**src/rtl/lrs_pkg.sv**
```systemverilog
// Package for the link reconnect supervisor.
// Holds the state, action and register-index codes plus fixed constants.
// No dependencies.
package lrs_pkg;

  typedef enum logic [2:0] {
    SUP_OFF         = 3'd0,
    SUP_WAIT_LINK   = 3'd1,
    SUP_IDLE        = 3'd2,
    SUP_OPENING     = 3'd3,
    SUP_AWAIT_REPLY = 3'd4,
    SUP_LIVE        = 3'd5,
    SUP_FAULT       = 3'd6
  } state_e;

  typedef enum logic [2:0] {
    ACT_NONE        = 3'd0,
    ACT_OPEN        = 3'd1,
    ACT_SEND_SOURCE = 3'd2,
    ACT_SEND_ROVER  = 3'd3,
    ACT_CLOSE       = 3'd4,
    ACT_TRANSFER    = 3'd5
  } action_e;

  typedef enum logic [2:0] {
    CFG_ROLE_MODE     = 3'd0,
    CFG_RETRY_INITIAL = 3'd1,
    CFG_RETRY_MAX     = 3'd2,
    CFG_HS_TIMEOUT    = 3'd3,
    CFG_ERROR_PAUSE   = 3'd4
  } cfg_idx_e;

  localparam logic [1:0] ROLE_SOURCE = 2'd1;
  localparam logic [1:0] ROLE_ROVER  = 2'd2;

  // Largest byte count credited for one transfer pass
  localparam logic [12:0] CHUNK_BYTES = 13'd256;

  localparam logic [15:0] RETRY_INITIAL_RST = 16'd1000;
  localparam logic [15:0] RETRY_MAX_RST     = 16'd30000;
  localparam logic [15:0] HS_TIMEOUT_RST    = 16'd5000;
  localparam logic [19:0] ERROR_PAUSE_RST   = 20'd60000;

  localparam int unsigned IN_BYTES  = 7;
  localparam int unsigned OUT_BYTES = 7;

  // Input item fields after unpacking from tdata
  typedef struct packed {
    logic [8:0]  bytes_moved;
    logic        session_alive;
    logic        reply_fatal;
    logic        reply_accepted;
    logic        reply_seen;
    logic        request_ok;
    logic        open_ok;
    logic        server_known;
    logic        link_up;
    logic [31:0] now_ms;
  } in_item_t;

  // Result item fields, packed in tdata order (lowest field last here)
  typedef struct packed {
    logic [15:0] retry_delay_out;
    logic [31:0] byte_total_out;
    logic        streaming_flag;
    action_e     action;
    state_e      state_code;
  } out_item_t;

endpackage

```
**src/rtl/link_reconnect_supervisor.sv**
```systemverilog
// Link reconnect supervisor: top level, a single registered pass per item.
// Depends on lrs_pkg for state, action and register codes.
//
// The supervisor walks a caster connection through disabled, wait link,
// disconnected, connecting, handshake, streaming and error, driven by one
// input item per pass that carries the current millisecond time, link and
// outcome flags and a byte count. Each accepted item yields exactly one
// result item: the state after the pass, the action taken in it, a
// streaming flag, the wrapping byte total and the current reconnect delay.
// An item is held in the input register; the next-state logic (three
// 32-bit subtract-and-compare paths) writes the state registers and the
// result register at the same edge, so the block sustains one item per
// clock while results are taken. The block holds up to two items: while a
// result waits on the output, an empty input register still takes one
// more item, and only then is the input held off. The reconnect delay
// doubles up to retry_max_ms on each failure but a fatal reply or dropped
// session, and returns to retry_initial_ms on an accepted reply or after
// the error pause. Timeouts compare the wrapping difference between now_ms
// and a stored start time. Writing role_mode restarts the supervisor (wait
// link for source or rover, else disabled) and restores the delay; write
// registers only while the block is idle.
module link_reconnect_supervisor (
  input  logic        clk_i,
  input  logic        rst_ni,
  // configuration write port
  input  logic        cfg_we_i,
  input  logic [2:0]  cfg_addr_i,
  input  logic [19:0] cfg_wdata_i,
  // input items
  input  logic        s_axis_tvalid,
  output logic        s_axis_tready,
  // tdata from bit 0: now_ms[31:0], link_up, server_known, open_ok, request_ok,
  // reply_seen, reply_accepted, reply_fatal, session_alive, bytes_moved[8:0], pad
  input  logic [8*lrs_pkg::IN_BYTES-1:0]  s_axis_tdata,
  // result items
  output logic        m_axis_tvalid,
  input  logic        m_axis_tready,
  // tdata from bit 0: state_code[2:0], action[2:0], streaming_flag,
  // byte_total_out[31:0], retry_delay_out[15:0], pad
  output logic [8*lrs_pkg::OUT_BYTES-1:0] m_axis_tdata
);

  // configuration registers
  logic [1:0]  role_q;
  logic [15:0] retry_init_q;
  logic [15:0] retry_max_q;
  logic [15:0] hs_timeout_q;
  logic [19:0] err_pause_q;

  // supervisor state
  lrs_pkg::state_e st_q, st_d;
  logic [15:0] delay_q, delay_d;
  logic [31:0] last_q, last_d;
  logic [31:0] hs_start_q, hs_start_d;
  logic [31:0] err_start_q, err_start_d;
  logic [31:0] total_q, total_d;
  lrs_pkg::action_e act;

  // pipeline registers
  logic               in_vld_q;
  lrs_pkg::in_item_t  in_q;
  logic               out_vld_q;
  lrs_pkg::out_item_t out_q;
  lrs_pkg::out_item_t out_d;

  logic out_ld;
  logic adv;
  logic role_wr;

  logic [31:0] since_last;
  logic [31:0] since_hs;
  logic [31:0] since_err;
  logic [16:0] delay_x2;
  logic [15:0] backoff_delay;
  logic [12:0] bytes_clip;

  // Output register loads when empty or being drained; the input register
  // hands over its item whenever the output can load.
  assign out_ld        = !out_vld_q || m_axis_tready;
  assign adv           = in_vld_q && out_ld;
  assign s_axis_tready = !in_vld_q || out_ld;
  assign role_wr       = cfg_we_i && (cfg_addr_i == lrs_pkg::CFG_ROLE_MODE);

  // ---------------------------------------------------------------------------
  // Configuration registers; an index beyond the list is dropped
  // ---------------------------------------------------------------------------
  always_ff @(posedge clk_i or negedge rst_ni) begin
    if (!rst_ni) begin
      role_q       <= 2'd0;
      retry_init_q <= lrs_pkg::RETRY_INITIAL_RST;
      retry_max_q  <= lrs_pkg::RETRY_MAX_RST;
      hs_timeout_q <= lrs_pkg::HS_TIMEOUT_RST;
      err_pause_q  <= lrs_pkg::ERROR_PAUSE_RST;
    end else if (cfg_we_i) begin
      case (cfg_addr_i)
        lrs_pkg::CFG_ROLE_MODE:     role_q       <= cfg_wdata_i[1:0];
        lrs_pkg::CFG_RETRY_INITIAL: retry_init_q <= cfg_wdata_i[15:0];
        lrs_pkg::CFG_RETRY_MAX:     retry_max_q  <= cfg_wdata_i[15:0];
        lrs_pkg::CFG_HS_TIMEOUT:    hs_timeout_q <= cfg_wdata_i[15:0];
        lrs_pkg::CFG_ERROR_PAUSE:   err_pause_q  <= cfg_wdata_i;
        default: ;
      endcase
    end
  end

  // ---------------------------------------------------------------------------
  // Input register
  // ---------------------------------------------------------------------------
  always_ff @(posedge clk_i or negedge rst_ni) begin
    if (!rst_ni) begin
      in_vld_q <= 1'b0;
    end else if (s_axis_tready) begin
      in_vld_q <= s_axis_tvalid;
    end
  end

  always_ff @(posedge clk_i) begin
    if (s_axis_tready && s_axis_tvalid) begin
      in_q <= s_axis_tdata[$bits(lrs_pkg::in_item_t)-1:0];
    end
  end

  // ---------------------------------------------------------------------------
  // Shared arithmetic: elapsed times, doubled delay, clipped byte count
  // ---------------------------------------------------------------------------
  assign since_last    = in_q.now_ms - last_q;
  assign since_hs      = in_q.now_ms - hs_start_q;
  assign since_err     = in_q.now_ms - err_start_q;
  assign delay_x2      = {delay_q, 1'b0};
  assign backoff_delay = (delay_x2 < {1'b0, retry_max_q}) ? delay_x2[15:0] : retry_max_q;
  assign bytes_clip    = ({4'd0, in_q.bytes_moved} > lrs_pkg::CHUNK_BYTES) ?
                         lrs_pkg::CHUNK_BYTES : {4'd0, in_q.bytes_moved};

  // ---------------------------------------------------------------------------
  // Next state and action for the item in the input register
  // ---------------------------------------------------------------------------
  always_comb begin
    st_d        = st_q;
    delay_d     = delay_q;
    last_d      = last_q;
    hs_start_d  = hs_start_q;
    err_start_d = err_start_q;
    total_d     = total_q;
    act         = lrs_pkg::ACT_NONE;

    case (st_q)
      lrs_pkg::SUP_WAIT_LINK: begin
        if (in_q.link_up) begin
          st_d   = lrs_pkg::SUP_IDLE;
          last_d = '0;
        end
      end
      lrs_pkg::SUP_IDLE: begin
        if (!in_q.link_up) begin
          st_d = lrs_pkg::SUP_WAIT_LINK;
        end else if (since_last < {16'd0, delay_q}) begin
          // hold until the reconnect delay has run out
        end else if (!in_q.server_known) begin
          last_d = in_q.now_ms;
        end else begin
          act = lrs_pkg::ACT_OPEN;
          if (in_q.open_ok) begin
            st_d = lrs_pkg::SUP_OPENING;
          end else begin
            last_d  = in_q.now_ms;
            delay_d = backoff_delay;
          end
        end
      end
      lrs_pkg::SUP_OPENING: begin
        act = (role_q == lrs_pkg::ROLE_SOURCE) ? lrs_pkg::ACT_SEND_SOURCE
                                               : lrs_pkg::ACT_SEND_ROVER;
        if (in_q.request_ok) begin
          hs_start_d = in_q.now_ms;
          st_d       = lrs_pkg::SUP_AWAIT_REPLY;
        end else begin
          last_d  = in_q.now_ms;
          delay_d = backoff_delay;
          st_d    = lrs_pkg::SUP_IDLE;
        end
      end
      lrs_pkg::SUP_AWAIT_REPLY: begin
        if (since_hs > {16'd0, hs_timeout_q}) begin
          act     = lrs_pkg::ACT_CLOSE;
          last_d  = in_q.now_ms;
          delay_d = backoff_delay;
          st_d    = lrs_pkg::SUP_IDLE;
        end else if (in_q.reply_seen) begin
          if (in_q.reply_accepted) begin
            delay_d = retry_init_q;
            st_d    = lrs_pkg::SUP_LIVE;
          end else if (in_q.reply_fatal) begin
            act         = lrs_pkg::ACT_CLOSE;
            err_start_d = in_q.now_ms;
            st_d        = lrs_pkg::SUP_FAULT;
          end else begin
            act     = lrs_pkg::ACT_CLOSE;
            last_d  = in_q.now_ms;
            delay_d = backoff_delay;
            st_d    = lrs_pkg::SUP_IDLE;
          end
        end
      end
      lrs_pkg::SUP_LIVE: begin
        if (!in_q.session_alive || !in_q.link_up) begin
          act    = lrs_pkg::ACT_CLOSE;
          last_d = in_q.now_ms;
          st_d   = lrs_pkg::SUP_IDLE;
        end else begin
          act     = lrs_pkg::ACT_TRANSFER;
          total_d = total_q + {19'd0, bytes_clip};
        end
      end
      lrs_pkg::SUP_FAULT: begin
        if (since_err > {12'd0, err_pause_q}) begin
          delay_d = retry_init_q;
          last_d  = '0;
          st_d    = lrs_pkg::SUP_IDLE;
        end
      end
      default: ;
    endcase

    out_d.state_code      = st_d;
    out_d.action          = act;
    out_d.streaming_flag  = (st_d == lrs_pkg::SUP_LIVE);
    out_d.byte_total_out  = total_d;
    out_d.retry_delay_out = delay_d;
  end

  // ---------------------------------------------------------------------------
  // State registers; a role write restarts the supervisor
  // ---------------------------------------------------------------------------
  always_ff @(posedge clk_i or negedge rst_ni) begin
    if (!rst_ni) begin
      st_q        <= lrs_pkg::SUP_OFF;
      delay_q     <= lrs_pkg::RETRY_INITIAL_RST;
      last_q      <= '0;
      hs_start_q  <= '0;
      err_start_q <= '0;
      total_q     <= '0;
    end else if (role_wr) begin
      st_q    <= (cfg_wdata_i[1:0] == lrs_pkg::ROLE_SOURCE ||
                  cfg_wdata_i[1:0] == lrs_pkg::ROLE_ROVER) ? lrs_pkg::SUP_WAIT_LINK
                                                           : lrs_pkg::SUP_OFF;
      delay_q <= retry_init_q;
    end else if (adv) begin
      st_q        <= st_d;
      delay_q     <= delay_d;
      last_q      <= last_d;
      hs_start_q  <= hs_start_d;
      err_start_q <= err_start_d;
      total_q     <= total_d;
    end
  end

  // ---------------------------------------------------------------------------
  // Result register
  // ---------------------------------------------------------------------------
  always_ff @(posedge clk_i or negedge rst_ni) begin
    if (!rst_ni) begin
      out_vld_q <= 1'b0;
    end else if (out_ld) begin
      out_vld_q <= in_vld_q;
    end
  end

  always_ff @(posedge clk_i) begin
    if (adv) begin
      out_q <= out_d;
    end
  end

  assign m_axis_tvalid = out_vld_q;
  assign m_axis_tdata  = {{(8*lrs_pkg::OUT_BYTES - $bits(lrs_pkg::out_item_t)){1'b0}}, out_q};

  // ---------------------------------------------------------------------------
  // Assertions
  // ---------------------------------------------------------------------------
  a_role_disabled : assert property (@(posedge clk_i) disable iff (!rst_ni)
    (role_q != lrs_pkg::ROLE_SOURCE && role_q != lrs_pkg::ROLE_ROVER) |->
      (st_q == lrs_pkg::SUP_OFF))
    else $error("supervisor active while role is disabled");

  a_role_active : assert property (@(posedge clk_i) disable iff (!rst_ni)
    (role_q == lrs_pkg::ROLE_SOURCE || role_q == lrs_pkg::ROLE_ROVER) |->
      (st_q != lrs_pkg::SUP_OFF))
    else $error("supervisor disabled while role is active");

  a_adv_fills_out : assert property (@(posedge clk_i) disable iff (!rst_ni)
    adv |=> out_vld_q)
    else $error("item advanced without a result");

  a_total_only_streaming : assert property (@(posedge clk_i) disable iff (!rst_ni)
    !$stable(total_q) |-> $past(adv && st_q == lrs_pkg::SUP_LIVE))
    else $error("byte total moved outside a streaming pass");

  a_flag_matches : assert property (@(posedge clk_i) disable iff (!rst_ni)
    out_vld_q |-> (out_q.streaming_flag == (out_q.state_code == lrs_pkg::SUP_LIVE)))
    else $error("streaming flag disagrees with state");

endmodule

```
**config.mk**
```make
export PLATFORM = sky130hd
export DESIGN_NAME = link_reconnect_supervisor
export DESIGN_NICKNAME = d
export VERILOG_FILES = /design/src/rtl/lrs_pkg.sv /design/src/rtl/link_reconnect_supervisor.sv
export SDC_FILE = /design/constraint.sdc
export NUM_CORES = 1
export LEC_CHECK = 0
export ABC_AREA = 1
export BUFFER_PORTS_ARGS = -buffer_cell sky130_fd_sc_hd__buf_2
export CORE_MARGIN = 2
export CORE_UTILIZATION = 43
export CTS_BUF_LIST = sky130_fd_sc_hd__clkbuf_16
export DETAILED_ROUTE_END_ITERATION = 10
export PLACE_DENSITY = 0.68
export SLEW_MARGIN = 20
export SYNTH_ARGS = -nofsm -noshare
export SYNTH_HDL_FRONTEND = slang
export SYNTH_SLANG_ARGS = --single-unit
```
**constraint.sdc**
```tcl
create_clock -name clk_i -period 5.4 [get_ports clk_i]
set_clock_uncertainty 0.1 [all_clocks]
set_input_delay 0.54 -clock clk_i [delete_from_list [all_inputs] [get_ports clk_i]]
set_output_delay 0.54 -clock clk_i [all_outputs]
set_load 0.005 [all_outputs]
```
* After elaboration in Yosys (flattened, before gate mapping)
Cells that the tools add are included.
** Word-level totals
- Flip-flop bits (word level) :: 323
- Latch bits :: 0
- Memory bits (writable) :: 0
- Bits in read-only memories :: 0
- Word-level logic and storage cells :: 142
- Memories :: 0
** Operators by class
- Add/subtract/negate cells :: 4
- Multiply operators :: 0
- Divide/modulo/power cells :: 0
- Magnitude comparators :: 5
- Equal/unequal tests :: 24
- Shift-type cells :: 0
- Mux-type cells :: 55
- Bitwise gates (word level) :: 3
- Reductions and logical operators :: 23
** Operators with widths (count)
- $mux 32 :: 14
- $mux 16 :: 13
- $pmux 32 s6 :: 1
- $sub 32x32->32 :: 3
- $pmux 16 s4 :: 1
- $mux 3 :: 17
- $add 32x9->32 :: 1
- $gt 32x16->1 :: 1
- $gt 32x20->1 :: 1
- $lt 32x16->1 :: 1
- $pmux 3 s6 :: 1
- $lt 17x16->1 :: 1
- $eq 3x3->1 const B :: 5
- $reduce_and 13->1 :: 1
- $eq 3x2->1 const B :: 4
- $ne 2x2->1 const B :: 6
- $ne 3x3->1 const B :: 4
- $pmux 3 s4 :: 1
- $reduce_and 2->1 :: 6
- $gt 9x9->1 const B :: 1
- $mux 9 :: 1
- $reduce_and 7->1 :: 1
- $eq 3x1->1 const B :: 2
- $mux 1 :: 6
- 10 further kinds :: 21

* Logic depth before layout (Yosys ltp)
Gate-level depths: netlist of run 1.
- Word-level depth :: 9
- Mapped depth :: 33

* Worst setup path before layout of run 1
No wires, ideal clock.
- Path type :: reg2reg
- From :: register in_q[0] in the netlist's numbering
- To :: register out_q, in the netlist m_axis_tdata[48] (data pin)
- Data arrival time :: 3.416 ns
- Data required time :: 5.045 ns
- Slack :: 1.629 ns
- Stages on the path, launching flop included :: 30
- Clock period less this slack :: 3.771 ns
- Cells stage by stage :: edfxtp_1 inv_1 ha_1 inv_1 fa_1 nand3_1 nand3_1 nand2_1 nand2_1 nand2_1 nand2_1 xor2_1 ha_1 nand2_1 nor2_1 nand2_1 nor2_1 nand2_1 nand3_1 nand2_1 nand2_1 nand2_1 nand4_1 nor2_1 nand4_1 buf_2 nand2_1 o211ai_1 nand3_1 and2_1
** On the way
- Longest elaborated chain between the ends :: 5
** RTL lines
- from (decl) :: line link_reconnect_supervisor.sv:61 : lrs_pkg::in_item_t in_q;
- from (signal assigned) :: line link_reconnect_supervisor.sv:119 : in_q <= s_axis_tdata[$bits(lrs_pkg::in_item_t)-1:0];
- $sub 32x32->32 :: line link_reconnect_supervisor.sv:126 : assign since_last = in_q.now_ms - last_q;
- $lt 32x16->1 :: line link_reconnect_supervisor.sv:156 : end else if (since_last < {16'd0, delay_q}) begin
- $mux 16 :: line link_reconnect_supervisor.sv:156
- $mux 16 :: line link_reconnect_supervisor.sv:154 : if (!in_q.link_up) begin
- $pmux 16 s4 (*) :: line link_reconnect_supervisor.sv:146 : case (st_q)
- net delay_d[9] :: line link_reconnect_supervisor.sv:52 : logic [15:0] delay_q, delay_d;
- to (signal assigned) :: line link_reconnect_supervisor.sv:270 : out_q <= out_d;
- to (decl) :: line link_reconnect_supervisor.sv:63 : lrs_pkg::out_item_t out_q;
The timed path passes the listed nets; every way through them passes the cells marked *.
A chain may end at the register's enable or synchronous reset.

* Worst setup path in the final report of run 1
- From :: register in_q[0] in the netlist's numbering
- To :: register last_q[24]
** On the way
- Longest elaborated chain between the ends :: 4
** RTL lines
- $sub 32x32->32, on equally long branches :: line link_reconnect_supervisor.sv:127, link_reconnect_supervisor.sv:126, link_reconnect_supervisor.sv:128
- $gt 32x16->1, or another cell as far along :: line link_reconnect_supervisor.sv:183 : if (since_hs > {16'd0, hs_timeout_q}) begin
- $ne 3x3->1 (no source line), or another cell as far along
- $reduce_and 13->1 (no source line) / $pmux 32 s6 (equally long branches)
- to (signal assigned) :: line link_reconnect_supervisor.sv:250 : last_q <= last_d;
- to (decl) :: line link_reconnect_supervisor.sv:53 : logic [31:0] last_q, last_d;
Parallel ways exist; a longest one is shown, timed or not.

==> metrics.md, run 1 <==
| Metric | Value |
|---|---|
| Status | finished, final reports clean |
| FF+latch count, synth | 323 |
| Clock sinks | 323 |
| Fill cells | 5713 |
| Die X | 241.5 µm |
| Dpl hpwl | 53.71 mm |
| Yosys warnings | 0 |
| Most common cell in the netlist | nand2_1 |
| CP Class | register to register |
| Final Hold Fails | 0 |
| Endpoint kind of the worst setup timing path | register |
| H-tree Lvls | 2 |
| Startpoint Class | register |
| Routed length per instance | 15.52 µm |
| CTS tree | built |
| GPL Wtd Cong | 0.9878 |
| Setup-failing EPs final | 0 |
| Max-cap violations | 0 |
| Vias in the first global route | 20620 |
| Proportion of layout cells with a drive suffix above 1 | 8.472% |
| CTS max path bufs | 3 |
| Gr usage total | 23.77% |
| Unrepaired setup endpoints after global routing | no |
| Clock Pin Slew Worst Setup and Hold Paths | 0.07 ns |
| Initial antenna violation count | 1 |
| Clk Latency, worst-skew pair | 0.59 ns |
| Req. time, crit path | 5.79 ns |
| Syn avg cell area | 6.798 µm² |
| Cell variety after synth | 52 |
| # IOs | 142 |
| Synth Flop Type | dfrtp_1 |
| Synth top area cells | dfrtp_1, nand2_1, edfxtp_1, inv_1, ha_1 |
| First-pass GRT wire length | 111.0 mm |
| Slew Limit Headroom | 33.85% |
| Worst slew pin tran | 0.9895 ns |
| Period utilisation layout | 92.08% |
| Overflow after GRT | 0 |
| Final WL | 69.62 mm |
| Worst-path fanout max | 34 |
| Initial drt markers | 1830 |
| EDFF count, synth | 104 |
| Arr. time, crit path | 5.36 ns |
| Final min period | 4.973 ns |
| Area growth syn-to-layout | 11.76% |
| CTS root buf | clkbuf_16 |
| Final ANT Viol Nets | 0 |
| Routed vias | 22490 |
| Post-synth top area cell | dfrtp_1 |
| Setup TNS | 0 ns |
| Max-slew violations | 0 |
| Vias/cell | 5.012 |
| Row count | 87 |
| Post-synth top area share | 19.39% |
| DRC | 0 |
| Core area | 56060 µm² |
| P_leak | 0.01429 µW |
| Tot Pwr | 12030 µW |
| Async SR Flop Fraction | 67.80% |
| Syn Inst Count | 3568 |
| Die Area | 58330 µm² |
| Post-synthesis net count | 3824 |
| Setup slack after placement | 0.5802 ns |
| Max rail drop VDD | 0.0002951 V |
| Final core occ | 48.36% |
| Fin nets | 3956 |
| Initial core utilization | 43.27% |
| Worst Setup Slack, final | 0.4275 ns |
| Die height | 241.5 µm |
| Top cells by count, synth | nand2_1, inv_1, nor2_1 |
| PwrDens | 443.8 nW/µm² |
| 1st-pass router iterations | 6 |
| Achievable Freq | 201.1 MHz |
| CTS Buf Count | 38 |
| Largest net degree at the start of global routing | 100 |
| Port-buffer cells | 133 |
| Synthesized area | 24260 µm² |
| Hold Path Class | input port to register |
| Sequential area share after synthesis | 35.63% |
[final timing paths]
check,from,slack (ns),end,depth (start not counted)
worst max-delay path,in_q[0],0.43,last_q[24],27
worst min register to register,last_q[28],0.38,last_q[28],2
min in group asynchronous,rst_ni,0.49,err_pause_q[8],2
worst max register to register,in_q[0],0.43,last_q[24],27
max in group asynchronous,rst_ni,3.43,hs_start_q[14],3
worst min-delay path,s_axis_tdata[33],0.03,in_q[33],1
[kinds of logic after synthesis]
kind of cell	Yosys count	share of synthesized area (%)
buf+inv	774	12.26
compound gates	454	10.43
xor+xnor	79	2.852
other cells	1	0.01546
simple gates	1765	29.82
fa+ha+maj	172	8.996
flops	323	35.63
[state kept, by name, indices dropped and copies added, names as in the netlist, 20 cells and up]
name	flops
in_q	49
m_axis_tdata	55
last_q	32
hs_start_q	32
err_start_q	32
total_q	32
err_pause_q	20
[repair_timing]
action,in CTS,in global routing
hold buffers,1,0
gates resized for setup,0,0
hold endpoints to repair,66,0
setup buffers,0,0
[routing by layer]
layer | GRT usage, % | vias to the layer above | part of all wire [%]
met5 | 0 | - | 0
met4 | 8.129 | 0 | 3.1
met3 | 3.208 | 132 | 6.7
met2 | 38.78 | 721 | 45
met1 | 32.46 | 10181 | 45
li1 | - | 11456 | -
[worst max-delay path: stages, from the launching register on]
cell,delay (ns)
edfxtp_1,0.38
inv_1,0.18
ha_1,0.18
inv_1,0.09
fa_1,0.45
nand2_1,0.10
nand3_1,0.19
nand2_1,0.13
nand2_1,0.13
xor2_1,0.20
ha_1,0.30
nand2_1,0.05
inv_1,0.06
nand3_1,0.08
nor2_1,0.16
nand3_1,0.08
nand2_1,0.18
nand3_1,0.10
nor2_1,0.10
nand2_1,0.07
nor2_2,0.31
nand2_4,0.19
clkinv_2,0.22
o211ai_4,0.12
nand3b_4,0.27
buf_12,0.25
nand2_1,0.10
o21ai_2,0.06
[cell usage in the layout, fill, tap and decap left out, types with 5 or more instances in the layout]
master | synthesis | layout
nand3_1 | 186 | 186
nor4_1 | 9 | 9
o21ai_2 | 28 | 28
buf_4 | 3 | 32
nand2_1 | 1195 | 1194
dfstp_2 | 31 | 31
dfrtp_1 | 188 | 188
nand2_2 | 5 | 5
a21oi_1 | 135 | 135
nand4_1 | 56 | 56
edfxtp_1 | 104 | 104
nor3_1 | 25 | 25
nand3b_1 | 12 | 12
and2_1 | 12 | 12
o22ai_1 | 31 | 31
o21ai_0 | 210 | 210
clkinv_1 | 4 | 11
o21ai_1 | 10 | 10
inv_1 | 686 | 690
ha_1 | 168 | 168
a31oi_1 | 6 | 6
clkbuf_16 | 0 | 40
inv_2 | 5 | 7
nor2_2 | 5 | 5
xor2_1 | 70 | 70
nor2_1 | 249 | 248
clkinv_2 | 1 | 7
xnor2_1 | 9 | 9
buf_2 | 8 | 132
o21bai_1 | 14 | 14
[report_power, final]
part | internal, µW | switching, µW | leakage, µW | total, µW
clock | 1460 | 1110 | 0.000637 | 2580
combinational | 2010 | 3880 | 0.00983 | 5890
sequential | 3180 | 386 | 0.00383 | 3560
total | 6650 | 5380 | 0.0143 | 12000
[stage by stage]
step                std cells  hold slack, ns  cell area [µm²]
finish                   4487         0.02878            27110
global route             4487        0.006696            27110
CTS                      4484        0.003561            27080
detailed placement       4413          0.3718            25810
global placement         4413          0.3655            25810
floorplan                3568          0.1444            24260
[final cells by class]
class	count	area, µm²	area share (%)
timing repair buffer	170	992.2	3.660
clock buffer	40	1001	3.692
antenna	1	2.502	0.009231
clock inverter	30	255.2	0.9415
sequential	323	8642	31.88
tap	756	945.9	3.489
multi-input combinational	2471	12660	46.69
inverter	696	2614	9.641
Power figures use the tool's default switching activity.
==> run 2, diff against run 1 <==
- PLACE_DENSITY: 0.68 -> default
- PLACE_DENSITY_LB_ADDON: default -> 0.2
==> metrics.md, run 2 (synthesized netlist as in run 1, its figures left out) <==
| Metric | Value |
|---|---|
| Arr. time, crit path | 5.27 ns (-0.09 ns) |
| # IOs | 142 (unchanged) |
| Clock sinks | 323 (unchanged) |
| Max FFs per register | 55 (unchanged) |
| Slowest CP cell | fa_1 |
| Worst stage delay on the critical path | 0.45 ns (about the same) |
| Overflow after GRT | 0 (unchanged) |
| Clock Pin Slew Worst Setup and Hold Paths | 0.07 ns (about the same) |
| Post-CTS sizing | 0 (unchanged) |
| Setup slack after placement | 0.5304 ns (-0.04983 ns) |
| Final Hold Fails | 0 (unchanged) |
| Initial antenna violation count | 1 (unchanged) |
| PwrDens | 451.3 nW/µm² (+1.7%) |
| Core area | 56060 µm² (unchanged) |
| Dpl hpwl | 56.05 mm (+4.4%) |
| Multi-input gate area | 12660 µm² (unchanged) |
| Vias in the first global route | 20978 (+1.7%) |
| Routed length per instance | 16.15 µm (+4.1%) |
| Status | finished, final reports clean |
| Gr usage total | 24.84% (+1.1 points) |
| Worst Setup Slack, final | 0.4827 ns (+0.05521 ns) |
| Slew Limit Headroom | 31.30% (-2.5 points) |
| Final ANT Viol Nets | 0 (unchanged) |
| CP Class | register to register |
| Setup-failing EPs final | 0 (unchanged) |
| CTS tree | built |
| Achievable Freq | 203.4 MHz (+1.1%) |
| DRC | 0 (unchanged) |
| CTS root buf | clkbuf_16 |
| Most frequent cells in the layout | nand2_1, inv_1, nor2_1 |
| Initial drt markers | 1826 (-0.22%) |
| Unrepaired setup endpoints after global routing | no |
| Req. time, crit path | 5.75 ns (-0.04 ns) |
| Startpoint Class | register |
| First-pass GRT wire length | 115.2 mm (+3.8%) |
| P_leak | 0.01441 µW (+0.84%) |
| Area growth syn-to-layout | 12.81% |
| Port-buffer cells | 133 (unchanged) |
| CTS max path bufs | 3 (unchanged) |
| Die Area | 58330 µm² (unchanged) |
| Final WL | 72.69 mm (+4.4%) |
| Routed vias | 22335 (-0.69%) |
| Register area | 8642 µm² (unchanged) |
| Worst-path fanout max | 35 (+2.9%) |
| Largest net degree at the start of global routing | 91 (-9.0%) |
| Hold Path Class | input port to register |
| Most common cell after layout, fill and taps aside | nand2_1 |
| WHS | 0.04191 ns (+0.01313 ns) |
| Setup TNS | 0 ns (unchanged) |
| Max-slew violations | 0 (unchanged) |
| Final min period | 4.917 ns (-0.05521 ns) |
| Row count | 87 (unchanged) |
| Fin nets | 3968 (+0.30%) |
| Die height | 241.5 µm (unchanged) |
| Vias/cell | 4.963 (-0.98%) |
| Period utilisation layout | 91.06% (-1.0 points) |
| Initial core utilization | 43.27% (unchanged) |
| Endpoint kind of the worst setup timing path | register |
| Worst slew pin tran | 1.030 ns (+0.04089 ns) |
| Max-cap violations | 0 (unchanged) |
| Reg2Reg Setup Slack | 0.48 ns (+0.06 ns) |
| Die X | 241.5 µm (unchanged) |
| GPL Wtd Cong | 0.9917 (+0.39%) |
| CTS Buf Count | 40 (+5.3%) |
| Max rail drop VDD | 0.0002635 V (-11%) |
| Proportion of layout cells with a drive suffix above 1 | 8.549% (+0.077 points) |
| Fill cells | 5791 (+1.4%) |
| 1st-pass router iterations | 6 (unchanged) |
| CP most frequent cell | nand2_1 |
| Clk Latency, worst-skew pair | 0.60 ns (about the same) |
| H-tree Lvls | 2 (unchanged) |
==> run 2: report_power, final <==
group          internal (µW)  switching (µW)  leakage (µW)
registers               3180             392       0.00383
logic                   2020            3890       0.00986
clock network           1740            1130      0.000723
total                   6940            5410        0.0144
==> run 2: layout make-up <==
type | count | area share [%]
multi-input cells | 2471 | 46.25
flip-flops and latches | 323 | 31.58
inverters | 696 | 9.551
clock buffers | 43 | 3.932
repair buffers | 180 | 3.928
well taps | 756 | 3.457
clock inverters | 30 | 1.289
diodes | 1 | 0.009145
==> run 2: timing repair <==
item                                   in CTS  in global routing
endpoints found under the hold margin      89                  0
hold buffers                               12                  0
buffers inserted                            0                  0
==> run 2: final timing paths <==
check | from | endpoint | depth (start not counted)
worst max-delay path | in_q[0] | last_q[25] | 30
worst min-delay path | s_axis_tdata[26] | in_q[26] | 1
worst max register to register | in_q[0] | last_q[25] | 30
worst min register to register | last_q[20] | last_q[20] | 2
max in group asynchronous | rst_ni | hs_start_q[29] | 3
min in group asynchronous | rst_ni | err_pause_q[12] | 2
==> run 2: critical path: cells and delay by family, from the launching register on <==
family	cells	cell delay (ns)
xor+xnor	1	0.20
fa+ha+maj	3	0.98
buf+inv	3	0.54
simple gates	22	2.52
compound gates	1	0.06
flops	1	0.39
==> run 2: routing by layer <==
layer  share of wire [%]  GRT usage, %
met1                  46         34.36
met2                  45         40.47
met3                 5.9         2.819
met4                 2.9         8.294
met5                   0             0
==> run 2: per-stage QoR <==
step	util [%]	instances	cell area (µm²)	power (µW)
6_report	48.81	4500	27370	12350
5_1_grt	48.81	4500	27370	13470
4_1_cts	48.78	4498	27350	12380
3_5_place_dp	46.02	4413	25800	9427
3_3_place_gp	46.02	4413	25800	9354
2_1_floorplan	-	3568	24260	7752
